### config.mk
export PLATFORM = sky130hd
export DESIGN_NAME = gpio_port_config_lock_core
export DESIGN_NICKNAME = d
export VERILOG_FILES = /design/src/sv/gpcl_pkg.sv /design/src/sv/gpcl_regs.sv /design/src/sv/gpio_port_config_lock_core.sv
export SDC_FILE = /design/constraint.sdc
export NUM_CORES = 1
export LEC_CHECK = 0
export BUFFER_PORTS_ARGS = -buffer_cell sky130_fd_sc_hd__buf_2
export CORE_UTILIZATION = 30
export DETAILED_ROUTE_END_ITERATION = 12
export PLACE_DENSITY_LB_ADDON = 0.05
export SLEW_MARGIN = 40
export SYNTH_ARGS = -nofsm -noshare
export SYNTH_HDL_FRONTEND = slang
export SYNTH_SLANG_ARGS = --single-unit
### constraint.sdc
create_clock -name clk -period 3.6 [get_ports clk]
set_input_delay 0.36 -clock clk [delete_from_list [all_inputs] [get_ports clk]]
set_output_delay 0.36 -clock clk [all_outputs]
set_load 0.02 [all_outputs]
### src/sv/gpcl_pkg.sv
package gpcl_pkg;

	localparam int unsigned PIN_COUNT_DEF = 16;
	localparam int unsigned KEY_BIT       = 16;
	localparam logic [31:0] CFG_RESET     = 32'h4444_4444;

	// bus commands
	localparam logic CMD_READ  = 1'b0;
	localparam logic CMD_WRITE = 1'b1;

	// register selectors
	localparam logic [2:0] REG_CFG_LO = 3'd0;
	localparam logic [2:0] REG_CFG_HI = 3'd1;
	localparam logic [2:0] REG_IDR    = 3'd2;
	localparam logic [2:0] REG_ODR    = 3'd3;
	localparam logic [2:0] REG_LOCK   = 3'd4;

	// lock key sequencer
	typedef enum logic [3:0] {
		KEY_IDLE  = 4'b0001,
		KEY_ONE   = 4'b0010,
		KEY_TWO   = 4'b0100,
		KEY_ARMED = 4'b1000
	} gpcl_key_t;

	typedef struct packed {
		logic        command;
		logic [2:0]  reg_select;
		logic [31:0] write_data;
		logic [15:0] pin_levels;
	} gpcl_access_t;

	typedef struct packed {
		logic [31:0] read_data;
		logic [15:0] pin_drive;
		logic        lock_active;
	} gpcl_result_t;

	// nibble mask covering the locked pins of one configuration word
	function automatic logic [31:0] frozen_fields(input logic [7:0] mask);
		logic [31:0] m;
		m = '0;
		for (int i = 0; i < 8; i++) begin
			if (mask[i]) begin
				m[4*i +: 4] = 4'hf;
			end
		end
		return m;
	endfunction

endpackage

### src/sv/gpcl_regs.sv
module gpcl_regs #(
	parameter int unsigned PIN_COUNT = gpcl_pkg::PIN_COUNT_DEF
) (
	input  logic                   clk,
	input  logic                   arst_n,
	input  logic                   en,
	input  gpcl_pkg::gpcl_access_t acc,
	output gpcl_pkg::gpcl_result_t res
);
	import gpcl_pkg::*;

	localparam logic [15:0] PIN_MASK = 16'((33'h1 << PIN_COUNT) - 33'h1);

	logic [31:0] cfg_lo_q, cfg_hi_q;
	logic [15:0] odr_q, lock_mask_q;
	gpcl_key_t   phase_q;
	logic        locked_q;

	logic [31:0] cfg_lo_d, cfg_hi_d;
	logic [15:0] odr_d, lock_mask_d;
	gpcl_key_t   phase_d;
	logic        locked_d;

	logic [31:0] keep_lo, keep_hi, rd;
	logic [15:0] wr_mask;
	logic        key, same;

	assign keep_lo = locked_q ? frozen_fields(lock_mask_q[7:0])  : '0;
	assign keep_hi = locked_q ? frozen_fields(lock_mask_q[15:8]) : '0;
	assign wr_mask = acc.write_data[15:0] & PIN_MASK;
	assign key     = acc.write_data[KEY_BIT];
	assign same    = (wr_mask == lock_mask_q);

	always_comb begin
		cfg_lo_d    = cfg_lo_q;
		cfg_hi_d    = cfg_hi_q;
		odr_d       = odr_q;
		lock_mask_d = lock_mask_q;
		phase_d     = phase_q;
		locked_d    = locked_q;
		rd          = '0;
		if (acc.command == CMD_WRITE) begin
			case (acc.reg_select)
				REG_CFG_LO: cfg_lo_d = (cfg_lo_q & keep_lo) | (acc.write_data & ~keep_lo);
				REG_CFG_HI: cfg_hi_d = (cfg_hi_q & keep_hi) | (acc.write_data & ~keep_hi);
				REG_ODR:    odr_d = acc.write_data[15:0] & PIN_MASK;
				REG_LOCK: begin
					if (!locked_q) begin
						if (phase_q == KEY_ONE && !key && same) begin
							phase_d = KEY_TWO;
						end else if (phase_q == KEY_TWO && key && same) begin
							phase_d = KEY_ARMED;
						end else begin
							phase_d = key ? KEY_ONE : KEY_IDLE;
						end
						lock_mask_d = wr_mask;
					end
				end
				default: ;
			endcase
		end else begin
			case (acc.reg_select)
				REG_CFG_LO: rd = cfg_lo_q;
				REG_CFG_HI: rd = cfg_hi_q;
				REG_IDR:    rd = {16'h0, acc.pin_levels & PIN_MASK};
				REG_ODR:    rd = {16'h0, odr_q};
				REG_LOCK: begin
					rd = {15'h0, locked_q, lock_mask_q};
					if (!locked_q && phase_q == KEY_ARMED) begin
						locked_d = 1'b1;
						phase_d  = KEY_IDLE;
					end
				end
				default: ;
			endcase
		end
	end

	assign res.read_data   = rd;
	assign res.pin_drive   = odr_d;
	assign res.lock_active = locked_d;

	always_ff @(posedge clk or negedge arst_n) begin
		if (!arst_n) begin
			cfg_lo_q    <= CFG_RESET;
			cfg_hi_q    <= CFG_RESET;
			odr_q       <= '0;
			lock_mask_q <= '0;
			phase_q     <= KEY_IDLE;
			locked_q    <= 1'b0;
		end else if (en) begin
			cfg_lo_q    <= cfg_lo_d;
			cfg_hi_q    <= cfg_hi_d;
			odr_q       <= odr_d;
			lock_mask_q <= lock_mask_d;
			phase_q     <= phase_d;
			locked_q    <= locked_d;
		end
	end

	a_lock_sticky: assert property (@(posedge clk) disable iff (!arst_n)
		locked_q |=> locked_q)
		else $error("lock released without reset");

	a_mask_frozen: assert property (@(posedge clk) disable iff (!arst_n)
		locked_q |=> $stable(lock_mask_q))
		else $error("lock mask changed while locked");

	a_mask_range: assert property (@(posedge clk) disable iff (!arst_n)
		(lock_mask_q & ~PIN_MASK) == 16'h0 && (odr_q & ~PIN_MASK) == 16'h0)
		else $error("bits set beyond the implemented pins");

	a_locked_idle: assert property (@(posedge clk) disable iff (!arst_n)
		locked_q |-> phase_q == KEY_IDLE)
		else $error("key sequencer active after lock");

endmodule

### src/sv/gpio_port_config_lock_core.sv
// GPIO port with configuration lock. Each input transaction is one register
// access (read or write of config low/high, input data, output data or lock);
// each produces exactly one output transaction carrying the read data, the
// output data word after the access and the lock status. The core takes one
// transaction per clock unless out_stall holds a result in the result register:
// an input register (_s1) feeds a single pass of access logic into the result
// register (_s2), where the result is presented and held until it is taken.
// Register state updates when an access moves from the input register into
// the result register. out_stall reaches in_stall combinationally, so a full
// pipeline still accepts a new transaction in the same cycle the held result
// is taken. Once the lock key sequence
// (write bit 16 = 1, 0, 1 with an unchanged pin mask, then read) completes,
// configuration fields of masked pins and the lock register hold until reset.
module gpio_port_config_lock_core #(
	parameter int unsigned PIN_COUNT = gpcl_pkg::PIN_COUNT_DEF
) (
	input  logic        clk,
	input  logic        arst_n,
	input  logic        in_valid,
	output logic        in_stall,
	input  logic        command,
	input  logic [2:0]  reg_select,
	input  logic [31:0] write_data,
	input  logic [15:0] pin_levels,
	output logic        out_valid,
	input  logic        out_stall,
	output logic [31:0] read_data,
	output logic [15:0] pin_drive,
	output logic        lock_active
);
	import gpcl_pkg::*;

	gpcl_access_t acc_s1;
	logic         valid_s1;
	gpcl_result_t res_s2, res_comb;
	logic         valid_s2;

	logic adv_s2;   // result register free or being emptied this cycle
	logic move;     // access leaves the input register and commits
	logic accept;

	assign adv_s2   = !valid_s2 || !out_stall;
	assign move     = valid_s1 && adv_s2;
	assign in_stall = valid_s1 && !adv_s2;
	assign accept   = in_valid && !in_stall;

	// capture the incoming transaction
	always_ff @(posedge clk or negedge arst_n) begin
		if (!arst_n) begin
			valid_s1 <= 1'b0;
		end else if (accept) begin
			valid_s1 <= 1'b1;
		end else if (move) begin
			valid_s1 <= 1'b0;
		end
	end

	always_ff @(posedge clk) begin
		if (accept) begin
			acc_s1.command    <= command;
			acc_s1.reg_select <= reg_select;
			acc_s1.write_data <= write_data;
			acc_s1.pin_levels <= pin_levels;
		end
	end

	// register file and lock sequencer; commits only on move
	gpcl_regs #(
		.PIN_COUNT(PIN_COUNT)
	) u_regs (
		.clk    (clk),
		.arst_n (arst_n),
		.en     (move),
		.acc    (acc_s1),
		.res    (res_comb)
	);

	// hold the result until it is taken
	always_ff @(posedge clk or negedge arst_n) begin
		if (!arst_n) begin
			valid_s2 <= 1'b0;
		end else if (adv_s2) begin
			valid_s2 <= valid_s1;
		end
	end

	always_ff @(posedge clk) begin
		if (move) begin
			res_s2 <= res_comb;
		end
	end

	assign out_valid   = valid_s2;
	assign read_data   = res_s2.read_data;
	assign pin_drive   = res_s2.pin_drive;
	assign lock_active = res_s2.lock_active;

endmodule
# Yosys cells after proc, flatten, opt, wreduce, memory -nomap -nowiden
# Index checks and enable logic that the tools add are counted.
# word_totals
reg_bits	204
# op_classes
eq_ne	9
n_mux	34
n_bitwise	9
reduce_logical	22
# op_table
cell	count
$pmux 32 s5	1
$and 32x32->32	4
$mux 4	23
$mux 32	2
$not 32->32	2
$or 32x32->32	2
$mux 16	2
$eq 16x16->1	1
$logic_and 1x1->1	8
$reduce_and 4->1	2
$eq 3x2->1 const B	2
$logic_not 1->1	6
$reduce_and 3->1	2
$mux 1	5
$eq 4x2->1 const B	1
$eq 4x3->1 const B	1
$eq 4x4->1 const B	1
$reduce_bool 2->1	2
$eq 3x1->1 const B	1
$eq 3x3->1 const B	1
$logic_not 3->1	1
$mux 2	1
$ne 2x2->1 const B	1
$logic_or 1x1->1	1
$not 1->1	1

# Depth between registers and ports, before layout
# logic_depth
ltp_word	8
depth_mapped	7
ltp_nobuf	4

# Modules after synthesis
# A second synthesis with hierarchy kept.
# unflattened
cells_unflattened	549
hier_area_um2	8476.9
# by_module_without_submodules
mod	instances	cells_each	area_per_inst_um2	seq_area_each_um2
gpcl_regs	1	440	5351.4	2548.7
gpio_port_config_lock_core	1	109	3125.5	3083.0

# Worst setup path after synthesis
# No wires, ideal clock.
# synth_timing
path_type	reg-to-reg
from	register valid_s2 (netlist: out_valid)
to	register (tool-made name)
arrival_ns	2.598
required_time_ns	3.475
path_slack_ns	0.877
stages_incl_launch_ff	5
period_less_slack_ns	2.723
cell_sequence	dfrtp_1 > a21boi_4 > nand4_4 > a21oi_4 > mux2_2
# synth_rtl
element	line_no	rtl
start: declaration	gpio_port_config_lock_core.sv:36	logic valid_s2;
start signal: assignment	gpio_port_config_lock_core.sv:83	valid_s2 <= valid_s1;

==> results.txt <==
CP max FO = 14
largest area contributor in the synthesized netlist = sky130_fd_sc_hd__edfxtp_1
fin crit period = 2.56 ns
Seq cells post-synth = 204
reg2reg start = acc_s1[50]
pin slew with the least headroom to its limit = 0.758 ns
post-layout instance area = 10600 um2
Min-Delay Path Class = in -> reg
part of the total power dissipated in the clock network = 36.8%
maximum number of buffers from clock root to sink = 3
setup repair after global routing missed its margin = no
biggest cell delay along the critical path = 0.68 ns
top achievable clock speed = 391 MHz
clk_skew = 0.0125 ns
distinct cell type count of the synthesized netlist = 43
placeable core area = 27900 um2
Mapped Area = 8520 um2
fraction of layout instances using a drive strength above 1 = 45.0%
net switching component of the power = 1.67 mW
smallest setup slack after layout = 1.04 ns
prevailing post-synth register cell = sky130_fd_sc_hd__edfxtp_1
required time reported for the critical path endpoint = 3.99 ns
sequential group share of total power = 49.2%
Syn Area/Cell = 16.1 um2
starting utilization of the core area = 30.6%
kind of critical path = reg -> reg
switching part of the total power = 25.3%
syn nets = 586
TritonCTS buffer count = 24
total setup violations reported at the end of the flow = 0
CP max-delay cell = sky130_fd_sc_hd__edfxtp_1
combinational family with the most area after synthesis = multiplexers
I/O pins = 107
max capacitance violation total = 0
ranking of synthesized cells by instance count = sky130_fd_sc_hd__mux2_2 (119), sky130_fd_sc_hd__edfxtp_1 (101), sky130_fd_sc_hd__dfrtp_1 (86)
Setup crit start = acc_s1[50]
Final TNS setup = 0 ns
All-Layer GR Usage = 14.9%
Slew HR = 49.5%
port bufs = 106
clock tree from TritonCTS = built
run status = finished, final reports clean
Synth Area in XOR/XNOR = 1.64%
Yosys top cell area share = 35.6%
quantity of gates resized following cts = 0
worst setup slack for register-to-register paths = 1.04 ns
latest clock arrival within the worst-skew pair = 0.52 ns
Detail Route Antenna Nets = 0
DP Worst Slack = 1.06 ns
post-detailed-routing wire length = 21100 um
internal power = 4.94 mW
level count of the clock H-tree = 1
number of warning messages in the yosys log = 0
areal power density over the cells = 626 nW/um2
standard-cell row count = 61
Comb pwr share = 14.0%
weighted congestion reported at the end of routability-driven placement = 0.770
clk sink count = 204
worst supply voltage drop on vdd = 253 uV
Post-synth EDFFs = 101
initial antenna violation count = 1
wire length of the first global-routing pass = 32700 um
Avg Vias per Cell = 4.66
multiplexer share of the synthesized area = 19.0%
final core utilization = 37.9%
DR pass1 iterations = 6
leakage power of the design = 4.33 nW
Die H = 171 um
Detailed Place HPWL = 14300 um
area used by multi-input combinational logic = 2760 um2
DRC violation count after routing = 0
basic-gate share of the synthesized area counting and, or, nand and nor cells = 4.49%
CP startpoint kind = flip-flop
Post-CTS Setup Bufs = 0
compound-gate portion of the synthesized area = 7.21%
Worst Setup End Kind = flip-flop
via total after detailed routing = 4995
sequential element share of the synthesized area = 66.1%
Die Outline Area = 29100 um2
cells along the critical path = and2b_1, nand4_4, a21oi_4, mux2_2
synthesized-area fraction occupied by adder cells = 0%
hold violation total from the final report = 0
final routed wire length divided by cell count = 19.7 um
number of cells on the worst reg-to-reg path = 4
overflow left after global routing = 0
vias in the first global route = 5487
register clock-pin slew on the reported worst setup and hold paths = 0.06 ns
final slew viol count = 0
maximum number of pins on one net before global-route repair = 65
final layout net count = 731
fillcell total = 2638
Synth Instances = 530
Final Cycle Share = 71.0%
Area contributors post-synth = sky130_fd_sc_hd__edfxtp_1 (36%), sky130_fd_sc_hd__dfrtp_1 (25%), sky130_fd_sc_hd__mux2_2 (16%)
area taken by flip-flops and latches = 5630 um2
most repeated cell in the gate-level netlist after synthesis = sky130_fd_sc_hd__mux2_2
cts-stage hold buffer count = 19
data arrival time of the critical path = 2.95 ns
starting DRC count in detailed routing = 189
clock tree root buffer cell = sky130_fd_sc_hd__clkbuf_16
layout overhead on the synthesized area = 24.0%
die boundary width = 171 um
Area after DPL = 9580 um2
asr flop ratio synth = 50.5%
## how the worst min path moves through the flow
stage          slack (ns)                          to            from  cells after the start
2_1_floorplan        0.06  asynchronous set/reset pin          arst_n                      0
4_1_cts            0.0003                  acc_s1[29]  write_data[13]                      1
6_report             0.02                  acc_s1[20]   write_data[4]                      1
3_3_place_gp         0.46                   out_valid        valid_s1                      1
3_5_place_dp         0.43            u_regs.odr_q[14]          arst_n                      1
5_1_grt             0.002                  acc_s1[22]   write_data[6]                      1
## cells by family after synthesis
| group | count (synthesis) |
|---|---|
| xor gates and xnor gates | 16 |
| and+or+nand+nor | 61 |
| DFF | 204 |
| AOI/OAI and AO/OA | 75 |
| buffers and inverters | 29 |
| muxes | 145 |
## critical path, delay by kind of cell (launching register included)
| kind | cells | cell delay (ns) |
|---|---|---|
| flops | 1 | 0.68 |
| simple gates | 2 | 1.03 |
| mux | 1 | 0.37 |
| compound gates | 1 | 0.34 |
## through the flow
stage	hold WS, ns	power [mW]	instances
global placement	0.464	4.21	1008
global route	0.00156	6.95	1071
detailed placement	0.425	4.23	1008
CTS	0.000324	6.73	1071
floorplan	0.0644	3.88	530
finish	0.0222	6.61	1072
## power by group through the flow
stage	logic, mW	registers (mW)	clock network (mW)
finish	0.925	3.26	2.43
floorplan	0.604	3.27	0
global placement	0.912	3.30	0
global route	1.02	3.32	2.60
CTS	0.949	3.26	2.52
detailed placement	0.927	3.30	0
## layout by cell type (no fill, tap or decap), drive strengths merged, types with 6 or more instances in the layout
master       count
buf            124
xor2            16
clkbuf          35
edfxtp         101
dlygate4sd3     19
a21o             9
nor2            18
dfrtp           86
mux2           127
and2            16
dfstp           17
a22oi           30
o22ai           16
nor4             6
mux2i           17
clkinv           7
a21oi           11
## cell type report
| type | instances | area share (%) |
|---|---|---|
| antenna | 1 | 0.0237 |
| clock buffer | 35 | 6.65 |
| clock inverter | 9 | 0.864 |
| inverter | 5 | 0.178 |
| multi-input combinational | 297 | 26.1 |
| sequential | 204 | 53.3 |
| tap | 378 | 4.47 |
| timing repair buffer | 143 | 8.39 |
## per-layer routing
layer | track usage [%] | up-vias | wire length (um)
met2 | 25.7 | 94 | 10400
met1 | 19.1 | 2554 | 9520
met3 | 2.68 | 33 | 827
met5 | 0 | - | 0
li1 | - | 2314 | -
met4 | 4.15 | 0 | 383
No activity file was read; power rests on OpenSTA's default activity.
